## src/assert_macros.svh

```systemverilog
// assertion helpers, sampled on clk_i and off while rst_ni is low
`ifndef ASSERT_MACROS_SVH
`define ASSERT_MACROS_SVH

// consequent holds in the same cycle as the antecedent
`define ASSERT_HOLDS(lbl, ante, cons) \
  lbl: assert property (@(posedge clk_i) disable iff (!rst_ni) (ante) |-> (cons)) \
    else $error("limiter assertion failed");

// consequent holds in the cycle after the antecedent
`define ASSERT_NEXT(lbl, ante, cons) \
  lbl: assert property (@(posedge clk_i) disable iff (!rst_ni) (ante) |=> (cons)) \
    else $error("limiter assertion failed");

`endif

```

## src/pswl_pkg.sv

```systemverilog
package pswl_pkg;

  localparam int unsigned MaxEntries = 64;
  localparam int unsigned MaxStamps  = 16;

  localparam int unsigned AddrW    = 32;
  localparam int unsigned TimeW    = 32;
  localparam int unsigned WinW     = 16;
  localparam int unsigned ReqLimW  = 5;
  localparam int unsigned CliLimW  = 7;
  localparam int unsigned OutcomeW = 3;
  localparam int unsigned InDataW  = 64;
  localparam int unsigned OutDataW = 8;
  localparam int unsigned PaddrW   = 4;
  localparam int unsigned PdataW   = 32;

  localparam logic             EnableRst = 1'b1;
  localparam logic [WinW-1:0]  WindowRst = 16'd60;
  localparam logic [ReqLimW-1:0] ReqLimRst = 5'd10;
  localparam logic [CliLimW-1:0] CliLimRst = 7'd64;

  typedef enum logic [1:0] {
    REG_ENABLE     = 2'd0,
    REG_WINDOW     = 2'd1,
    REG_REQ_LIMIT  = 2'd2,
    REG_CLI_LIMIT  = 2'd3
  } reg_idx_e;

  typedef enum logic [OutcomeW-1:0] {
    OUT_ALLOWED    = 3'd0,
    OUT_REFUSED    = 3'd1,
    OUT_NEW_ENTRY  = 3'd2,
    OUT_TABLE_FULL = 3'd3,
    OUT_DISABLED   = 3'd4
  } outcome_e;

  typedef struct packed {
    logic               enable;
    logic [WinW-1:0]    window;
    logic [ReqLimW-1:0] req_limit;
    logic [CliLimW-1:0] cli_limit;
  } cfg_t;

  typedef struct packed {
    logic ent_re;
    logic ent_we;
    logic stp_re;
    logic stp_we;
  } mem_ctl_t;

endpackage

```

## src/pswl_alu.sv

```systemverilog
module pswl_alu (
  input  logic [pswl_pkg::AddrW-1:0] a_i,
  input  logic [pswl_pkg::AddrW-1:0] b_i,
  input  logic [pswl_pkg::WinW-1:0]  window_i,
  output logic                       eq_o,
  output logic                       young_o
);

  logic [pswl_pkg::AddrW-1:0] diff;

  // one subtractor serves both the address match and the stamp age test
  assign diff    = a_i - b_i;
  assign eq_o    = (diff == '0);
  assign young_o = (diff < pswl_pkg::AddrW'(window_i));

endmodule

```

## config.mk

```make
export PLATFORM = sky130hd
export DESIGN_NAME = pswl_alu
export DESIGN_NICKNAME = d
export VERILOG_FILES = /design/src/assert_macros.svh /design/src/pswl_pkg.sv /design/src/pswl_alu.sv
export SDC_FILE = /design/constraint.sdc
export NUM_CORES = 1
export LEC_CHECK = 0
export ABC_AREA = 1
export BUFFER_PORTS_ARGS = -buffer_cell sky130_fd_sc_hd__buf_2
export CAP_MARGIN = 20
export CORE_MARGIN = 3
export CORE_UTILIZATION = 55
export DETAILED_ROUTE_END_ITERATION = 6
export GPL_ROUTABILITY_DRIVEN = 0
export PLACE_DENSITY = 0.83
export SYNTH_ARGS = -nofsm -noshare
export SYNTH_HDL_FRONTEND = slang
export SYNTH_SLANG_ARGS = --single-unit
```

## constraint.sdc

```tcl
create_clock -name vclk -period 3.15
set_input_delay 0.1575 -clock vclk [all_inputs]
set_output_delay 0.1575 -clock vclk [all_outputs]
set_load 0.05 [all_outputs]
```

Word level (Yosys, flattened, before mapping)
Cells that the tools add are included.
{ "classes": {"n_addsub": 1, "multipliers": 0, "n_div": 0, "n_lt_le_gt_ge": 1, "n_eq_ne": 0, "shifts": 0, "mux": 0, "bitwise": 0, "n_reduce_logical": 1} }
{ "op_table": {"columns": ["cell", "count"], "rows": [
  ["32-bit logical NOT", 1],
  ["32-bit by 16-bit less-than comparator with 1-bit output", 1],
  ["32-bit subtractor", 1]
]} }
{ "word_totals": {"reg_bits": 0, "latch_bits": 0, "ram_bits": 0, "rom_bits": 0, "inputBits": 80, "output_inout_bits": 2, "n_memories": 0} }

Logic depth before layout (Yosys ltp)
{ "logic_depth": {"word_depth": 2, "ltp_mapped": 19, "ltp_nobuf": 19} }

Least setup slack after synthesis
Ideal clock, no wire load.
{ "synth_timing": {"kind": "input-to-output", "from": "input port a_i[0] (netlist bit)", "to": "output port young_o", "arrival_ns": 2.640, "required_time_ns": 2.992, "path_slack_ns": 0.353, "cell_stages": 16, "path_cell_list": "inv_1 -> ha_1 -> fa_1 -> inv_1 -> nand3_1 -> nand3_1 -> nand3_1 -> nand2_1 -> xnor2_1 -> inv_1 -> ha_1 -> a21oi_1 -> o31ai_1 -> a21oi_1 -> nand2_1 -> nor2_1"} }
{ "synth_between": {"elab_chain_len": 2} }
{ "synth_rtl": {"columns": ["item", "line_no", "rtl"], "rows": [
  ["start, declared", "pswl_alu.sv:2", "input logic [pswl_pkg::AddrW-1:0] a_i,"],
  ["32-bit subtractor", "pswl_alu.sv:12", "assign diff = a_i - b_i;"],
  ["32-bit by 16-bit less-than comparator with 1-bit output", "pswl_alu.sv:14", "assign young_o = (diff < pswl_pkg::AddrW'(window_i));"],
  ["end, declared", "pswl_alu.sv:6", "output logic young_o"]
]} }
Every way passes these cells.

Worst setup path after layout
Ends and elaborated chain as after synthesis.

==> results.md <==
- Status: completed
- Share of layout cells above drive strength 1: 0.136
- Unrepaired setup endpoints after global routing: false
- Initial antenna violation count: 0
- Gr usage total: 0.266
- Setup crit end kind: primary output
- Mapped Nets: 746
- First-pass DRT Iterations: 5
- Largest net degree at the start of global routing: 7
- Reg area: 0 um2
- Fin. max-slew vios: 0
- Die Y: 80.1 um
- Multi-input gate area: 0.00237 mm2
- # setup viols final: 0
- Core area: between 0.005 and 0.006 mm2
- Post-synth top cells: 231 x nand2_1, 174 x inv_1, 46 x ha_1, 44 x nor2_1, 41 x nand3_1
- Critical Path AT: 2.71 ns
- # Post-CTS Setup Buffers: 0
- Synth top area share: 0.287
- Mean area per synthesized cell: approximately 5 um2
- Die Area: approximately 0.0064 mm2
- Drt via density: 4.98
- Ports: a little over 80
- F_max: ~350 MHz
- Site Rows: 26
- Leak: about 2.5 nW
- Worst Setup SP: a_i[0]
- PwrDens: 186 mW/mm2
- CLK BUF: 0
- HP Start: window_i[15]
- DR vias: 3836
- HP Class: input pin to primary output
- Post-route cell area: 0.00352 mm2
- Fill cell total of the finished layout: 538
- Final Cycle Share: 0.911
- Hold violation count in the final report: 0
- Maximum VDD drop: 116 uV
- First-pass GRT wire length: 14100 um
- Synth area leader: nand2_1
- Most common cell in the netlist: nand2_1
- N_diodes: 0
- Vias in the first global route: 3303
- CP Max Fanout: 4
- Sum Neg Setup Slack: 0 ns
- Mapped Area: just over 0.003 mm2
- Hpwl dp: between 7000 and 8000 um
- Die X: approximately 80 um
- Netlist cell types: 25
- CP Class: input pin to primary output
- Final Hold Slack: around 0.99 ns
- Startpoint Class: input pin
- Buffers on Ports: 82
- DRC viols: 0
- Starting Density: 0.580
- Seq/Total Area, Yosys: 0
- Area grow syn2layout: 16.7%
- Starting DRT DRC Count: 332
- CP Data Required Time: approximately 3 ns
- Slew HR: 0.745
- Min cycle time layout: 2.87 ns
- Cells after Synth: 619
- YS warnings: 0
- WL final: roughly 8500 um
- Avg WL per Cell: 11.1 um
- Post-Place Cell Area: around 0.0035 mm2
- Synth area leaders: nand2_1 29%, inv_1 22%, ha_1 19%, nand3_1 6.8%, nor2_1 5.5%
- Nets: between 800 and 900
- Routed Antenna Nets: 0
- Global route overflow: 0
- Max-Cap Viols: 0
- Least-Margin Pin Slew: 0.382 ns
- Num sequential: 0
per-layer routing:
layer	share of wire	vias to the layer above	GRT usage
met4	0.013	0	0.0439
met1	0.46	1663	0.376
met2	0.43	147	0.437
li1	-	2014	-
met5	0	-	0
met3	0.091	12	0.0269
critical path, cell delays in order:
cell and delay (ns):
buf_2 0.08, inv_1 0.03, ha_1 0.22, fa_1 0.41, inv_1 0.14, nand3_1 0.11, nand3_2 0.15, nand3_1 0.09
nand2_1 0.15, xnor2_1 0.19, inv_1 0.07, ha_1 0.18, a21oi_1 0.16, o31ai_1 0.08, a21oi_1 0.12, nand2_1 0.06
nor2_1 0.09, buf_4 0.20
cell type report:
type / count / share of cell area
well taps: 70 / 0.0249
inverters: 174 / 0.185
repair buffers: 82 / 0.117
multi-input cells: 445 / 0.673
final timing paths:
path | end | slack [ns] | cells after the start
worst max-delay path | young_o | 0.28 | 18
worst min-delay path | young_o | 0.99 | 9
stage by stage:
stage | setup slack, ns | power (mW) | utilization | instances
CTS | 0.200 | 0.643 | 0.675 | 771
finish | 0.280 | 0.656 | 0.677 | 771
global route | 0.0159 | 0.749 | 0.677 | 771
global placement | 0.217 | 0.623 | 0.675 | 771
detailed placement | 0.211 | 0.640 | 0.675 | 771
floorplan | 0.353 | 0.466 | - | 619
report_power, final:
part | total (mW) | switching, mW | internal (mW)
combinational | 0.656 | 0.406 | 0.251
clock | 0 | 0 | 0
sequential | 0 | 0 | 0
cell families after synthesis:
family,count (synthesis),synth area share
AND/OR/NAND/NOR,348,0.481
adder cells (fa/ha/maj),47,0.197
buffers and inverters,174,0.216
XOR/XNOR,15,0.0435
AO/OA/AOI/OAI,35,0.0622
cell usage in the layout (no fill, tap or decap):
master    count
nand2_1     231
inv_1       174
buf_2        81
ha_1         46
nor2_1       44
nand3_1      40
a21oi_1      23
xor2_1       10
nand4_1       8
nor3_1        6
o21ai_0       6
nand3_2       5
xnor2_1       5
nor2_2        5
nand3b_1      3
nand2_2       2
and2_1        2
a21oi_2       1
and3_1        1
o21bai_1      1
o21ai_1       1
a31oi_1       1
nor3b_1       1
a21o_1        1
o31ai_1       1
fa_1          1
buf_4         1
what timing repair did:
item	CTS	global route
resized for setup	0	3
endpoints found under the setup margin	0	2
hold buffers	0	0
Power figures use the tool's default switching activity.
