[src/assert_macros.svh]
// assertion helpers, sampled on clk_i and off while rst_ni is low
`ifndef ASSERT_MACROS_SVH
`define ASSERT_MACROS_SVH

// consequent holds in the same cycle as the antecedent
`define ASSERT_HOLDS(lbl, ante, cons) \
  lbl: assert property (@(posedge clk_i) disable iff (!rst_ni) (ante) |-> (cons)) \
    else $error("limiter assertion failed");

// consequent holds in the cycle after the antecedent
`define ASSERT_NEXT(lbl, ante, cons) \
  lbl: assert property (@(posedge clk_i) disable iff (!rst_ni) (ante) |=> (cons)) \
    else $error("limiter assertion failed");

`endif

[src/pswl_pkg.sv]
package pswl_pkg;

  localparam int unsigned MaxEntries = 64;
  localparam int unsigned MaxStamps  = 16;

  localparam int unsigned AddrW    = 32;
  localparam int unsigned TimeW    = 32;
  localparam int unsigned WinW     = 16;
  localparam int unsigned ReqLimW  = 5;
  localparam int unsigned CliLimW  = 7;
  localparam int unsigned OutcomeW = 3;
  localparam int unsigned InDataW  = 64;
  localparam int unsigned OutDataW = 8;
  localparam int unsigned PaddrW   = 4;
  localparam int unsigned PdataW   = 32;

  localparam logic             EnableRst = 1'b1;
  localparam logic [WinW-1:0]  WindowRst = 16'd60;
  localparam logic [ReqLimW-1:0] ReqLimRst = 5'd10;
  localparam logic [CliLimW-1:0] CliLimRst = 7'd64;

  typedef enum logic [1:0] {
    REG_ENABLE     = 2'd0,
    REG_WINDOW     = 2'd1,
    REG_REQ_LIMIT  = 2'd2,
    REG_CLI_LIMIT  = 2'd3
  } reg_idx_e;

  typedef enum logic [OutcomeW-1:0] {
    OUT_ALLOWED    = 3'd0,
    OUT_REFUSED    = 3'd1,
    OUT_NEW_ENTRY  = 3'd2,
    OUT_TABLE_FULL = 3'd3,
    OUT_DISABLED   = 3'd4
  } outcome_e;

  typedef struct packed {
    logic               enable;
    logic [WinW-1:0]    window;
    logic [ReqLimW-1:0] req_limit;
    logic [CliLimW-1:0] cli_limit;
  } cfg_t;

  typedef struct packed {
    logic ent_re;
    logic ent_we;
    logic stp_re;
    logic stp_we;
  } mem_ctl_t;

endpackage

[src/pswl_seq.sv]
`include "assert_macros.svh"

module pswl_seq #(
  parameter int unsigned MAX_ENTRIES = pswl_pkg::MaxEntries,
  parameter int unsigned MAX_STAMPS  = pswl_pkg::MaxStamps,
  localparam int unsigned EIW = (MAX_ENTRIES > 1) ? $clog2(MAX_ENTRIES) : 1,
  localparam int unsigned SIW = (MAX_STAMPS > 1) ? $clog2(MAX_STAMPS) : 1,
  localparam int unsigned HW  = $clog2(MAX_STAMPS + 1),
  localparam int unsigned EW  = pswl_pkg::AddrW + 2 * HW,
  localparam int unsigned STW = EIW + SIW
) (
  input  logic                       clk_i,
  input  logic                       rst_ni,
  input  pswl_pkg::cfg_t             cfg_i,
  input  logic                       s_tvalid_i,
  output logic                       s_tready_o,
  input  logic [pswl_pkg::AddrW-1:0] client_addr_i,
  input  logic [pswl_pkg::TimeW-1:0] now_seconds_i,
  output logic                       m_tvalid_o,
  input  logic                       m_tready_i,
  output logic                       limited_o,
  output pswl_pkg::outcome_e         outcome_o,
  output pswl_pkg::mem_ctl_t         mem_ctl_o,
  output logic [EIW-1:0]             ent_raddr_o,
  output logic [EIW-1:0]             ent_waddr_o,
  output logic [EW-1:0]              ent_wdata_o,
  input  logic [EW-1:0]              ent_rdata_i,
  output logic [STW-1:0]             stp_raddr_o,
  output logic [STW-1:0]             stp_waddr_o,
  output logic [pswl_pkg::TimeW-1:0] stp_wdata_o,
  input  logic [pswl_pkg::TimeW-1:0] stp_rdata_i,
  output logic [pswl_pkg::AddrW-1:0] alu_a_o,
  output logic [pswl_pkg::AddrW-1:0] alu_b_o,
  input  logic                       alu_eq_i,
  input  logic                       alu_young_i
);

  localparam int unsigned UW  = $clog2(MAX_ENTRIES + 1);

  typedef enum logic [2:0] {
    ST_IDLE,
    ST_SEARCH,
    ST_COUNT,
    ST_DECIDE,
    ST_CREATE,
    ST_DONE
  } state_e;

  state_e                     state_q;
  logic [pswl_pkg::AddrW-1:0] addr_q;
  logic [pswl_pkg::TimeW-1:0] now_q;
  logic [UW-1:0]              ridx_q;
  logic [EIW-1:0]             pidx_q;
  logic                       rv_q;
  logic [EIW-1:0]             hit_idx_q;
  logic [HW-1:0]              slot_q;
  logic [HW-1:0]              hw_q;
  logic [HW-1:0]              cidx_q;
  logic [HW-1:0]              cnt_q;
  logic [UW-1:0]              used_q;
  logic                       res_lim_q;
  pswl_pkg::outcome_e         res_code_q;
  logic                       out_valid_q;
  logic                       out_lim_q;
  pswl_pkg::outcome_e         out_code_q;

  logic [HW-1:0]              eff_lim;
  logic [UW-1:0]              eff_ent;
  logic [HW-1:0]              n_cnt;
  logic [pswl_pkg::AddrW-1:0] ent_addr;
  logic [HW-1:0]              ent_slot;
  logic [HW-1:0]              ent_hw;
  logic                       hit;
  logic                       search_more;
  logic                       count_more;
  logic                       refuse;
  logic                       room;
  logic [HW-1:0]              wslot;
  logic [HW-1:0]              wslot_n;
  logic [HW-1:0]              new_hw;
  logic                       take_disabled;
  logic                       out_refused;

  // limits saturate at the sizes of the stores
  always_comb begin
    if (32'(cfg_i.req_limit) > 32'(MAX_STAMPS)) begin
      eff_lim = HW'(MAX_STAMPS);
    end else begin
      eff_lim = HW'(cfg_i.req_limit);
    end
    if (32'(cfg_i.cli_limit) > 32'(MAX_ENTRIES)) begin
      eff_ent = UW'(MAX_ENTRIES);
    end else begin
      eff_ent = UW'(cfg_i.cli_limit);
    end
  end

  assign ent_addr = ent_rdata_i[EW-1 -: pswl_pkg::AddrW];
  assign ent_slot = ent_rdata_i[2*HW-1:HW];
  assign ent_hw   = ent_rdata_i[HW-1:0];

  // written slots always form a prefix of the ring, so only the first hw_q can count
  assign n_cnt       = (hw_q < eff_lim) ? hw_q : eff_lim;
  assign search_more = (ridx_q < used_q);
  assign count_more  = (cidx_q < n_cnt);
  assign hit         = (state_q == ST_SEARCH) && rv_q && alu_eq_i;
  assign refuse      = (cnt_q >= eff_lim);
  assign room        = (used_q < eff_ent);
  assign wslot       = (slot_q >= eff_lim) ? '0 : slot_q;
  assign wslot_n     = wslot + HW'(1);
  assign new_hw      = (wslot_n > hw_q) ? wslot_n : hw_q;

  always_comb begin
    if (state_q == ST_SEARCH) begin
      alu_a_o = addr_q;
      alu_b_o = ent_addr;
    end else begin
      alu_a_o = now_q;
      alu_b_o = stp_rdata_i;
    end
  end

  always_comb begin
    mem_ctl_o        = '0;
    mem_ctl_o.ent_re = (state_q == ST_SEARCH) && !hit && search_more;
    mem_ctl_o.stp_re = (state_q == ST_COUNT) && count_more;
    ent_raddr_o      = ridx_q[EIW-1:0];
    stp_raddr_o      = {hit_idx_q, cidx_q[SIW-1:0]};
    ent_waddr_o      = hit_idx_q;
    ent_wdata_o      = {addr_q, wslot_n, new_hw};
    stp_waddr_o      = {hit_idx_q, wslot[SIW-1:0]};
    stp_wdata_o      = now_q;
    if (state_q == ST_DECIDE && !refuse) begin
      mem_ctl_o.ent_we = 1'b1;
      mem_ctl_o.stp_we = 1'b1;
    end
    if (state_q == ST_CREATE) begin
      ent_waddr_o = used_q[EIW-1:0];
      ent_wdata_o = {addr_q, HW'(1), HW'(1)};
      stp_waddr_o = {used_q[EIW-1:0], SIW'(0)};
      if (room) begin
        mem_ctl_o.ent_we = 1'b1;
        mem_ctl_o.stp_we = 1'b1;
      end
    end
  end

  always_ff @(posedge clk_i or negedge rst_ni) begin
    if (!rst_ni) begin
      state_q     <= ST_IDLE;
      addr_q      <= '0;
      now_q       <= '0;
      ridx_q      <= '0;
      pidx_q      <= '0;
      rv_q        <= 1'b0;
      hit_idx_q   <= '0;
      slot_q      <= '0;
      hw_q        <= '0;
      cidx_q      <= '0;
      cnt_q       <= '0;
      used_q      <= '0;
      res_lim_q   <= 1'b0;
      res_code_q  <= pswl_pkg::OUT_ALLOWED;
      out_valid_q <= 1'b0;
      out_lim_q   <= 1'b0;
      out_code_q  <= pswl_pkg::OUT_ALLOWED;
    end else begin
      // in done a taken result is replaced below
      if (out_valid_q && m_tready_i && state_q != ST_DONE) begin
        out_valid_q <= 1'b0;
      end
      case (state_q)
        ST_IDLE: begin
          if (s_tvalid_i) begin
            addr_q <= client_addr_i;
            now_q  <= now_seconds_i;
            ridx_q <= '0;
            rv_q   <= 1'b0;
            if (!cfg_i.enable) begin
              res_lim_q  <= 1'b0;
              res_code_q <= pswl_pkg::OUT_DISABLED;
              state_q    <= ST_DONE;
            end else begin
              state_q <= ST_SEARCH;
            end
          end
        end
        ST_SEARCH: begin
          // read one entry per cycle, compare the one read the cycle before
          if (hit) begin
            hit_idx_q <= pidx_q;
            slot_q    <= ent_slot;
            hw_q      <= ent_hw;
            cidx_q    <= '0;
            cnt_q     <= '0;
            rv_q      <= 1'b0;
            state_q   <= ST_COUNT;
          end else if (search_more) begin
            pidx_q <= ridx_q[EIW-1:0];
            ridx_q <= ridx_q + UW'(1);
            rv_q   <= 1'b1;
          end else begin
            rv_q    <= 1'b0;
            state_q <= ST_CREATE;
          end
        end
        ST_COUNT: begin
          if (rv_q && alu_young_i) begin
            cnt_q <= cnt_q + HW'(1);
          end
          if (count_more) begin
            cidx_q <= cidx_q + HW'(1);
            rv_q   <= 1'b1;
          end else begin
            rv_q    <= 1'b0;
            state_q <= ST_DECIDE;
          end
        end
        ST_DECIDE: begin
          if (refuse) begin
            res_lim_q  <= 1'b1;
            res_code_q <= pswl_pkg::OUT_REFUSED;
          end else begin
            res_lim_q  <= 1'b0;
            res_code_q <= pswl_pkg::OUT_ALLOWED;
          end
          state_q <= ST_DONE;
        end
        ST_CREATE: begin
          res_lim_q <= 1'b0;
          if (room) begin
            used_q     <= used_q + UW'(1);
            res_code_q <= pswl_pkg::OUT_NEW_ENTRY;
          end else begin
            res_code_q <= pswl_pkg::OUT_TABLE_FULL;
          end
          state_q <= ST_DONE;
        end
        ST_DONE: begin
          if (!out_valid_q || m_tready_i) begin
            out_valid_q <= 1'b1;
            out_lim_q   <= res_lim_q;
            out_code_q  <= res_code_q;
            state_q     <= ST_IDLE;
          end
        end
        default: begin
          state_q <= ST_IDLE;
        end
      endcase
    end
  end

  assign s_tready_o = (state_q == ST_IDLE);
  assign m_tvalid_o = out_valid_q;
  assign limited_o  = out_lim_q;
  assign outcome_o  = out_code_q;

  assign take_disabled = (state_q == ST_IDLE) && s_tvalid_i && !cfg_i.enable;
  assign out_refused   = (out_code_q == pswl_pkg::OUT_REFUSED);

  `ASSERT_HOLDS(a_used_bound, 1'b1, used_q <= UW'(MAX_ENTRIES))
  `ASSERT_HOLDS(a_lim_only_refused, out_valid_q, out_lim_q == out_refused)
  `ASSERT_NEXT(a_disabled_direct, take_disabled, state_q == ST_DONE && res_code_q == pswl_pkg::OUT_DISABLED)
  `ASSERT_NEXT(a_full_keeps_used, state_q == ST_CREATE && !room, used_q == $past(used_q))
  `ASSERT_HOLDS(a_write_states, mem_ctl_o.ent_we, state_q == ST_DECIDE || state_q == ST_CREATE)

endmodule

[config.mk]
export PLATFORM = sky130hd
export DESIGN_NAME = pswl_seq
export DESIGN_NICKNAME = d
export VERILOG_FILES = /design/src/pswl_pkg.sv /design/src/pswl_seq.sv
export VERILOG_INCLUDE_DIRS = /design/src /design/src/src
export SDC_FILE = /design/constraint.sdc
export NUM_CORES = 1
export LEC_CHECK = 0
export BUFFER_PORTS_ARGS = -buffer_cell sky130_fd_sc_hd__buf_2
export CAP_MARGIN = 20
export CORE_UTILIZATION = 30
export CTS_BUF_LIST = sky130_fd_sc_hd__clkbuf_8 sky130_fd_sc_hd__clkbuf_16
export CTS_CLUSTER_SIZE = 40
export DETAILED_ROUTE_END_ITERATION = 10
export PLACE_DENSITY_LB_ADDON = 0.15
export SYNTH_ARGS = -nofsm -noshare
export SYNTH_HDL_FRONTEND = slang
export SYNTH_SLANG_ARGS = --single-unit
[constraint.sdc]
create_clock -name clk_i -period 5.9 [get_ports clk_i]
set_input_delay 1.18 -clock clk_i [delete_from_list [all_inputs] [get_ports clk_i]]
set_output_delay 1.18 -clock clk_i [all_outputs]
set_load 0.01 [all_outputs]
After elaboration in Yosys (flattened, before gate mapping)
Cells that the tools add are included.
{"block": "classes", "add_sub_neg": 5, "muxes": 46, "reduce_logical": 30, "n_lt_le_gt_ge": 9, "mul": 0, "bitwise_logic": 1, "shift": 0, "n_eq_ne": 16, "div": 0}
{"op": "two-way mux 32 bit", "count": 2}
{"op": "two-way mux 5 bit", "count": 7}
{"op": "two-way mux 7 bit", "count": 4}
{"op": "two-way mux 3 bit", "count": 8}
{"op": "two-way mux 10 bit", "count": 2}
{"op": "one-hot mux 5 bit (2 select lines)", "count": 2}
{"op": "inequality test 2 bit (second input constant)", "count": 8}
{"op": "adder 5 x 1 -> 5 bit (second input constant)", "count": 3}
{"op": "two-way mux 1 bit", "count": 15}
{"op": "one-hot mux 3 bit (5 select lines)", "count": 1}
{"op": "adder 7 x 1 -> 7 bit (second input constant)", "count": 2}
{"op": "less-than comparator 7 bit", "count": 2}
{"op": "one-hot mux 7 bit (2 select lines)", "count": 1}
{"op": "AND reduction 3 bit", "count": 4}
{"op": "greater-or-equal comparator 5 bit", "count": 2}
{"op": "less-than comparator 5 bit", "count": 2}
{"op": "AND reduction 2 bit", "count": 5}
{"op": "logical AND 1 bit", "count": 9}
{"op": "one-hot mux 3 bit (3 select lines)", "count": 1}
{"op": "AND reduction 4 bit", "count": 2}
{"op": "greater-than comparator 7 bit (second input constant)", "count": 1}
{"op": "== test 3 x 2 -> 1 bit (second input constant)", "count": 2}
{"op": "== test 3 bit (second input constant)", "count": 2}
{"op": "two-way mux 6 bit", "count": 1}
{"op": "other kinds (13)", "count": 19}
{"block": "totals", "out_inout_bits": 180, "reg_bits": 123, "mem_count": 0, "ramBits": 0, "latch_bits": 0, "rom_bits": 0, "word_cells": 124}

Logic depth before layout (Yosys ltp)
Gate-level depths: netlist (run 1).
{"block": "logic_depth", "word_depth": 8, "mapped_depth": 17, "mapped_depth_nobuf": 16}

Worst setup path after synthesis (run 1)
OpenSTA, ideal clock, no wires.
{"block": "synth_path", "kind": "input to output", "start": "input port cfg_i[11] (netlist name)", "end": "output port ent_wdata_o[0]", "n_path_buf": 0, "required_ps": 4720, "slack_ps": 585, "arrival_ps": 4135, "path_stages": 16, "path_cell_list": "inv_1 > nand2_1 > ha_1 > a21o_1 > a31oi_1 > o21ai_1 > nor2_1 > ha_1 > nand3_1 > xor2_1 > nor2_1 > ha_1 > mux2i_1 > a21oi_1 > nor2_1 > o21ai_0"}
{"block": "synth_via", "elab_chain_cells": 8}
{"item": "start: declaration", "line": "pswl_seq.sv:14", "text": "input pswl_pkg::cfg_t cfg_i,"}
{"item": "greater-than comparator 5 bit", "line": "pswl_seq.sv:86", "text": "if (32'(cfg_i.req_limit) > 32'(MAX_STAMPS)) begin"}
{"item": "two-way mux 5 bit (*)", "line": "pswl_seq.sv:86"}
{"item": "greater-or-equal comparator 5 bit (*)", "line": "pswl_seq.sv:109", "text": "assign wslot = (slot_q >= eff_lim) ? '0 : slot_q;"}
{"item": "two-way mux 5 bit (*)", "line": "pswl_seq.sv:109"}
{"item": "adder 5 x 1 -> 5 bit (*)", "line": "pswl_seq.sv:110", "text": "assign wslot_n = wslot + HW'(1);"}
{"item": "greater-than comparator 5 bit", "line": "pswl_seq.sv:111", "text": "assign new_hw = (wslot_n > hw_q) ? wslot_n : hw_q;"}
{"item": "two-way mux 5 bit (*)", "line": "pswl_seq.sv:111"}
{"item": "two-way mux 10 bit (*)", "line": "pswl_seq.sv:137", "text": "if (state_q == ST_CREATE) begin"}
{"item": "end: declaration", "line": "pswl_seq.sv:26", "text": "output logic [EW-1:0] ent_wdata_o,"}
Every way passes the cells marked *; elsewhere a longest branch is shown, timed or not.

Worst setup path after layout (run 1)
Ends and elaborated chain as after synthesis.

==> results of run 1 <==
-- cells in the final DEF (no fill, tap or decap), drive strengths merged, types with 2 or more instances in the layout --
cell type and count:
buf 345, nand2 290, dfrtp 123, mux2 69
ha 40, o21ai 34, nor2 30, inv 25
clkbuf 19, a21oi 15, nand3 13, nand4 11
xor2 9, and2 8, nor3 8, and3 8
nor2b 7, xnor2 6, mux2i 6, bufinv 5
a31oi 5, a21o 4, clkinv 4, nand2b 3
o21a 3, o211ai 3, o22ai 3, o22a 3
nor3b 3, or2 2, o2111ai 2, or3 2
clkinvlp 2
-- cell families (layout without fill, tap and decap cells) --
family,after synthesis,count (layout),share of synthesized area [%]
AOI/OAI and AO/OA,77,77,6.67
xor gates and xnor gates,15,15,1.87
adders and majority gates,40,40,7.11
buffers and inverters,77,400,5.30
DFF,123,123,43.8
muxes,75,75,11.9
and+or+nand+nor,388,388,23.4
-- metal layers --
metal / up-vias / share of wire (%) / GRT usage (%)
met5: - / 0.036 / 0
met4: 2 / 0.71 / 4.10
met3: 12 / 7.4 / 6.27
met2: 194 / 46 / 28.5
met1: 2928 / 46 / 24.9
li1: 3247 / - / -
-- layout make-up --
type,instances,area (um2)
inverters,24,90.1
multi-input cells,595,3600
repair buffers,345,1750
flip-flops and latches,123,3080
clock inverters,12,196
well taps,313,392
fillers,2378,13300
clock buffers,19,453
-- registers in the layout, summed over array words and instances (netlist names), 6 cells and up --
| name | flops |
|---|---|
| addr_q | 32 |
| stp_wdata_o | 32 |
| ridx_q | 7 |
| used_q | 7 |
| hit_idx_q | 6 |
| pidx_q | 6 |
-- what timing repair did --
action                     in CTS  in global routing
setup buffers                   0                  0
setup endpoints to repair       0                  5
gates resized for setup         0                  2
-- where the power goes --
group	internal [W]	leakage [nW]	switching [W]
sequential	0.00119	1.58	0.000355
combinational	0.00122	3.36	0.00156
clock	0.000768	0.316	0.000390
-- critical path, stage by stage --
cell     delay [ps]
buf_2           110
inv_1           110
nand2_1         130
ha_1            330
a21o_1          180
a31oi_2         220
o21ai_2         140
nor2_1          190
ha_1            220
nand3_1         100
xor2_1          190
nor2_1           90
ha_1            300
mux2i_1         180
a21oi_1          60
buf_4           160
and2_1          130
o21ai_0         160
buf_2           160
-- per-stage QoR --
stage / utilization (%) / power, W
floorplan: - / 0.00329
global placement: 39.0 / 0.00433
detailed placement: 39.0 / 0.00435
CTS: 41.8 / 0.00554
global route: 41.9 / 0.00593
finish: 41.9 / 0.00547
-- final timing paths --
kind,startpoint,to,cells past startpoint,slack (ps)
max,cfg_i[11],ent_wdata_o[0],19,380
min in group asynchronous,rst_ni,hw_q[4],1,770
max in group asynchronous,rst_ni,stp_wdata_o[26],2,4100
max reg2reg,hw_q[2],cidx_q[2],13,2860
min,pidx_q[0],hit_idx_q[0],2,460
min reg2reg,pidx_q[0],hit_idx_q[0],2,460
==> flow_summary.json, run 1 <==
{
  "vdd.ir_drop.worst_mv": 0.243,
  "hold_buffers": 0,
  "drt_iter0_drc": 272,
  "setup_viol": 0,
  "tns_ps": 0,
  "worstPathRequired_ps": 4720,
  "grt_pass1_wl_um": 34600,
  "chipHeight_um": 155,
  "syn_nets": 1008,
  "gp_congestion": 0.758,
  "yosysTopAreaCell": "dfrtp_1",
  "yosys_most_used_dff": "dfrtp_1",
  "clock_path_buffers": 2,
  "critPathMaxFanout": 6,
  "grt-ovfl-total": 0,
  "placed_cell_area_mm2": 0.00890,
  "cts_tree": "done",
  "cts-root-buf": "clkbuf_16",
  "drcViolationCount": 0,
  "synth_area_leaders": "dfrtp_1 44%, nand2_1 15%, mux2_2 11%",
  "clkLatencyLatePin_ps": 420,
  "nNetsFinal": 1319,
  "viasPerCell": 4.46,
  "synth.most_common_cell": "nand2_1",
  "ios": 353,
  "h-tree-depth": 4,
  "ant_nets": 0,
  "coreArea_mm2": 0.0228,
  "crit_type": "input port to output port",
  "vias": 6383,
  "placed_cells": 1400,
  "synth_edf_count": 0,
  "tightest_slew_ps": 948,
  "fin_cells": 1431,
  "place_ws_ps": 267,
  "synth_top_area_share_pct": 43.8,
  "routed_wirelength_um": 22000,
  "numCtsBuffers": 17,
  "finClkSkew_ps": 15.1,
  "async_flop_share_pct": 100,
  "start_util_pct": 30.8,
  "first_global_vias": 6216,
  "hold_violations": 0,
  "final.setup.worst_slack_ps": 379,
  "min_period_ps": 5520,
  "clkTransAtPathRegs_ps": 60,
  "synthCells": 795,
  "wire_per_inst_um": 15.4,
  "antenna_found_initial": 3,
  "cp-end-kind": "output port",
  "seq_area_frac_synth_pct": 43.8,
  "grt_start_max_net_pins": 69,
  "netlist_area_mm2": 0.00703,
  "rows": 55,
  "drv_cap": 0,
  "max_freq_ghz": 0.181,
  "yosysWarnings": 0,
  "whs_ps": 465,
  "first_pass_iters": 6,
  "synthTopCellsByCount": "290 x nand2_1, 123 x dfrtp_1, 69 x mux2_2",
  "die_area_mm2": 0.0241,
  "relSlewSlack_pct": 36.8,
  "startpoint_type": "input port",
  "syn_area_per_cell_um2": 8.85,
  "n_antenna_cell": 0,
  "rsz0062_at_grt": "false",
  "cp.arrival_ps": 4340,
  "die_width_um": 155,
  "cts.sinks": 123,
  "power_leakage_nw": 5.26,
  "hold_class": "flip-flop to flip-flop",
  "ys_seq_elements": 123,
  "hpwl_um": 16400,
  "track_usage_pct": 18.5,
  "port_buffers": 336,
  "stdcell_area_mm2": 0.00956,
  "areaGrowthSynthToFinish_pct": 35.9,
  "status": "finished, final reports clean",
  "synthDistinctLibCells": 47,
  "drive_gt1_share_pct": 41.0,
  "period_share_pct": 93.6,
  "drv_slew": 0,
  "power_density_mw_per_mm2": 572
}
(Power assumes the default switching activity.)
==> run 2, diff against run 1 <==
CTS_BUF_LIST = not set   (was sky130_fd_sc_hd__clkbuf_8 sky130_fd_sc_hd__clkbuf_16)
clock period = 6.9 ns   (was 5.9 ns; I/O delays follow)
==> flow_summary.json, run 2 (synthesis results as in run 1) <==
{
  "first_global_vias": 6124,
  "worstPathRequired_ps": 5520,
  "postCtsSetupBuffers": 0,
  "coreArea_mm2": 0.0228,
  "setup_viol": 0,
  "hold_violations": 0,
  "first_pass_iters": 4,
  "tightest_slew_ps": 953,
  "final_cell_mix": "335 x buf_2, 289 x nand2_1, 123 x dfrtp_1",
  "power_density_mw_per_mm2": 477,
  "startpoint_type": "input port",
  "cts-root-buf": "clkbuf_16",
  "worstHoldPathCells": 2,
  "antenna_found_initial": 2,
  "place_ws_ps": 704,
  "critPathMaxStageDelay_ps": 470,
  "final.setup.worst_slack_ps": 734,
  "finClkSkew_ps": 12.7,
  "grt-ovfl-total": 0,
  "die_area_mm2": 0.0241,
  "vdd.ir_drop.worst_mv": 0.208,
  "critical_path.top_delay_family": "compound AO/OA/AOI/OAI gates",
  "drive_gt1_share_pct": 40.5,
  "die_width_um": 155,
  "cp.arrival_ps": 4790,
  "max_freq_ghz": 0.162,
  "clkTransAtPathRegs_ps": 60,
  "ctsResizeCount": 0,
  "power_leakage_nw": 5.19,
  "crit_type": "input port to output port",
  "status": "finished, final reports clean",
  "relSlewSlack_pct": 36.4,
  "ios": 353,
  "nNetsFinal": 1316,
  "fillerInstances": 2407,
  "vias": 6380,
  "whs_ps": 469,
  "critPathMaxFanout": 6,
  "drcViolationCount": 0,
  "viasPerCell": 4.46,
  "start_util_pct": 30.8,
  "slowest_stage": "a21oi_1",
  "drv_slew": 0,
  "tns_ps": 0,
  "clkLatencyLatePin_ps": 410,
  "wire_per_inst_um": 15.1,
  "min_period_ps": 6170,
  "cts.sinks": 123,
  "hold_class": "flip-flop to flip-flop",
  "hpwl_um": 16300,
  "areaGrowthSynthToFinish_pct": 34.2,
  "period_share_pct": 89.4,
  "final_common_cell": "buf_2",
  "routed_wirelength_um": 21600,
  "gp_congestion": 0.759,
  "crit_cells": 18,
  "drv_cap": 0,
  "crit_chain": "buf_2, inv_1, nand2_1, ha_1, a21o_1, a31oi_1, o21ai_1, nor2_1, ha_1, nand3_1, xor2_1, nor2_1, ha_1, mux2i_1, a21oi_1, mux2i_1, nor2_1, buf_2",
  "chipHeight_um": 155,
  "cts_tree": "done",
  "critPathBufInv": 3,
  "numCtsBuffers": 17,
  "grt_pass1_wl_um": 33500,
  "worstRegToRegCells": 12,
  "rsz0062_at_grt": "false",
  "port_buffers": 336,
  "clock_path_buffers": 2,
  "hold_buffers": 0,
  "final_util_pct": 41.3,
  "ant_nets": 0,
  "h-tree-depth": 4,
  "cp-end-kind": "output port",
  "multi_input_area_mm2": 0.00359,
  "drt_iter0_drc": 267,
  "regArea_mm2": 0.00308,
  "grt_start_max_net_pins": 69,
  "rows": 55,
  "track_usage_pct": 18.0
}
-- run 2: changes by cell type in the layout (fill, tap and decap cells not counted), sizes merged --
cell	before	now
bufinv	5	1
buf	345	342
clkbuf	19	22
clkinvlp	2	4
diode	0	1
-- run 2: through the flow --
step,instances,power [W],cell area [um2]
4_1_cts,1429,0.00458,9440
2_1_floorplan,795,0.00282,7030
3_5_place_dp,1397,0.00371,8880
3_3_place_gp,1397,0.00368,8880
6_report,1430,0.00450,9440
5_1_grt,1430,0.00488,9440
-- run 2: final timing paths --
kind / slack [ps] / end / startpoint
min in group asynchronous: 1040 / hw_q[4] / rst_ni
max: 730 / ent_wdata_o[4] / cfg_i[11]
min: 470 / hit_idx_q[0] / pidx_q[0]
max in group asynchronous: 4510 / stp_wdata_o[3] / rst_ni
min reg2reg: 470 / hit_idx_q[0] / pidx_q[0]
max reg2reg: 3550 / cidx_q[2] / hw_q[2]
-- run 2: worst min-delay path, stage by stage (launching register included) --
cell and delay, ps:
dfrtp_1 340, nand2_1 50, nand2_1 50
-- run 2: power breakdown --
| group | switching [W] | total, W | internal [W] |
|---|---|---|---|
| Sequential | 0.000297 | 0.00131 | 0.00101 |
| Combinational | 0.00132 | 0.00235 | 0.00103 |
| Clock | 0.000328 | 0.000842 | 0.000514 |
| Total | 0.00195 | 0.00450 | 0.00255 |
-- run 2: layer usage --
| layer | routed length [um] | track usage [%] | up-vias | share of wire (%) |
|---|---|---|---|---|
| met1 | 10100 | 24.0 | 2940 | 47 |
| met5 | 0 | 0 | - | 0 |
| met2 | 9790 | 28.1 | 194 | 45 |
| met4 | 99 | 3.11 | 0 | 0.46 |
| li1 | - | - | 3241 | - |
| met3 | 1620 | 6.46 | 5 | 7.5 |
-- run 2: layout make-up --
cell class | count | share of cell area, %
multi-input cells | 595 | 38.1
clock buffers | 22 | 4.92
diodes | 1 | 0.0265
inverters | 24 | 0.954
well taps | 313 | 4.15
repair buffers | 342 | 18.3
flip-flops and latches | 123 | 32.6
clock inverters | 10 | 0.981
==> run 3, diff against run 2 <==
clock period = 6.14 ns   (was 6.9 ns; I/O delays follow)
==> flow_summary.json, run 3 (synthesis results as in run 1) <==
{
  "status": "finished, final reports clean",
  "cp-end-kind": "output port",
  "finClkSkew_ps": 12.0,
  "numCtsBuffers": 17,
  "crit_type": "input port to output port",
  "p_switching_w": 0.00219,
  "drt_iter0_drc": 242,
  "power_leakage_nw": 5.24,
  "final_cell_mix": "335 x buf_2, 289 x nand2_1, 123 x dfrtp_1",
  "crit_top_cell": "ha_1",
  "cts_tree": "done",
  "first_pass_iters": 4,
  "setup_viol": 0,
  "slowest_stage": "ha_1",
  "p_int_w": 0.00299,
  "cts-root-buf": "clkbuf_16",
  "cts.sinks": 123,
  "hold_buffers": 0,
  "nNetsFinal": 1319,
  "clkTransAtPathRegs_ps": 60,
  "max_freq_ghz": 0.176,
  "min_period_ps": 5670,
  "die_width_um": 155,
  "vias": 6440,
  "r2r-end": "cidx_q[2]",
  "relSlewSlack_pct": 37.7,
  "final_common_cell": "buf_2",
  "startpoint_type": "input port",
  "hold_violations": 0,
  "chipHeight_um": 155,
  "p_comb_share_pct": 51.3,
  "fin_cells": 1431,
  "postCtsSetupBuffers": 0,
  "ff2ff_setup_slack_ps": 3140,
  "swShare_pct": 42.3,
  "power_density_mw_per_mm2": 544,
  "worstPathRequired_ps": 4910,
  "drv_slew": 0,
  "min_from": "pidx_q[0]",
  "crit_cells": 19,
  "drcViolationCount": 0,
  "clkLatencyLatePin_ps": 420,
  "clockPowerShare_pct": 20.3,
  "hpwl_um": 16300,
  "fillerInstances": 2387,
  "ant_nets": 0,
  "seqPwrFrac_pct": 28.4,
  "critPathMaxStageDelay_ps": 320,
  "grt_start_max_net_pins": 69,
  "grt-ovfl-total": 0,
  "cp.arrival_ps": 4440,
  "drive_gt1_share_pct": 40.9,
  "rows": 55,
  "tightest_slew_ps": 934,
  "rsz0062_at_grt": "false",
  "h-tree-depth": 4,
  "crit_path_start": "cfg_i[11]",
  "grt_pass1_wl_um": 34000,
  "coreArea_mm2": 0.0228,
  "met2_length_um": 9590,
  "drv_cap": 0,
  "worstRegToRegCells": 13,
  "highest_layer": "met5",
  "crit_end": "ent_wdata_o[0]",
  "tns_ps": 0,
  "start_util_pct": 30.8,
  "port_buffers": 336,
  "clock_path_buffers": 2,
  "r2r_start": "hw_q[2]",
  "gp_congestion": 0.778,
  "viasPerCell": 4.50,
  "final.setup.worst_slack_ps": 469,
  "place_ws_ps": 468,
  "ctsResizeCount": 0,
  "wl_met1_um": 10200,
  "critical_path.top_delay_family": "adder cells",
  "critPathMaxFanout": 6,
  "routed_wirelength_um": 21500,
  "die_area_mm2": 0.0241,
  "first_global_vias": 6161,
  "stdcell_area_mm2": 0.00952,
  "critPathBufInv": 4,
  "placed_cells": 1400,
  "crit_chain": "buf_2, inv_1, nand2_1, ha_1, a21o_1, a31oi_1, o21ai_1, nor2_1, ha_1, nand3_1, xor2_1, nor2_1, ha_1, mux2i_1, a21oi_1, buf_4, and2_1, o21ai_0, buf_2",
  "vdd.ir_drop.worst_mv": 0.252,
  "ios": 353,
  "antenna_found_initial": 3,
  "wl_met3_um": 1600,
  "placed_cell_area_mm2": 0.00890,
  "n_antenna_cell": 0,
  "wire_per_inst_um": 15.1,
  "period_share_pct": 92.4,
  "track_usage_pct": 18.1,
  "hold_class": "flip-flop to flip-flop",
  "areaGrowthSynthToFinish_pct": 35.4
}
run 3: stage by stage:
stage | utilization (%) | hold WS (ps) | power, W
global placement | 39.0 | 449 | 0.00416
CTS | 41.7 | 466 | 0.00526
global route | 41.7 | 507 | 0.00561
floorplan | - | 439 | 0.00317
detailed placement | 39.0 | 450 | 0.00418
finish | 41.7 | 470 | 0.00518
run 3: cell type report:
cell class	count	area [um2]	share of cell area, %
Multi-Input combinational cell	595	3590	37.7
Sequential cell	123	3080	32.3
Timing Repair Buffer	345	1750	18.4
Clock buffer	21	480	5.05
Tap cell	313	392	4.11
Clock inverter	10	138	1.45
Inverter	24	90.1	0.946
run 3: how the worst min path moves through the flow:
stage,cells after the start,slack [ps],end
2_1_floorplan,2,440,hit_idx_q[0]
3_3_place_gp,2,450,hit_idx_q[0]
3_5_place_dp,2,450,hit_idx_q[0]
4_1_cts,2,470,hit_idx_q[0]
5_1_grt,2,510,hit_idx_q[4]
6_report,2,470,hit_idx_q[0]
run 3: layer usage:
layer	vias to the layer above	GRT usage [%]
li1	3248	-
met1	2966	24.4
met2	203	27.8
met3	19	6.04
met4	4	4.38
met5	-	0
run 3: power groups by stage:
stage / Sequential, W / Clock (W) / Combinational [W]
6_report: 0.00147 / 0.00105 / 0.00265
5_1_grt: 0.00153 / 0.00111 / 0.00296
4_1_cts: 0.00148 / 0.00108 / 0.00270
3_5_place_dp: 0.00148 / 0 / 0.00270
3_3_place_gp: 0.00149 / 0 / 0.00267
2_1_floorplan: 0.00147 / 0 / 0.00169
run 3: worst reg2reg max path, stage by stage, from the launching register on:
cell and delay, ps:
dfrtp_1 420, ha_1 330, a21oi_1 130, o21ai_0 130, or2_2 390, a31oi_1 220, ha_1 280, a21oi_1 150
nor2b_1 60, o21ai_0 140, o2111ai_1 110, buf_4 190, and2_1 170, o22a_1 180
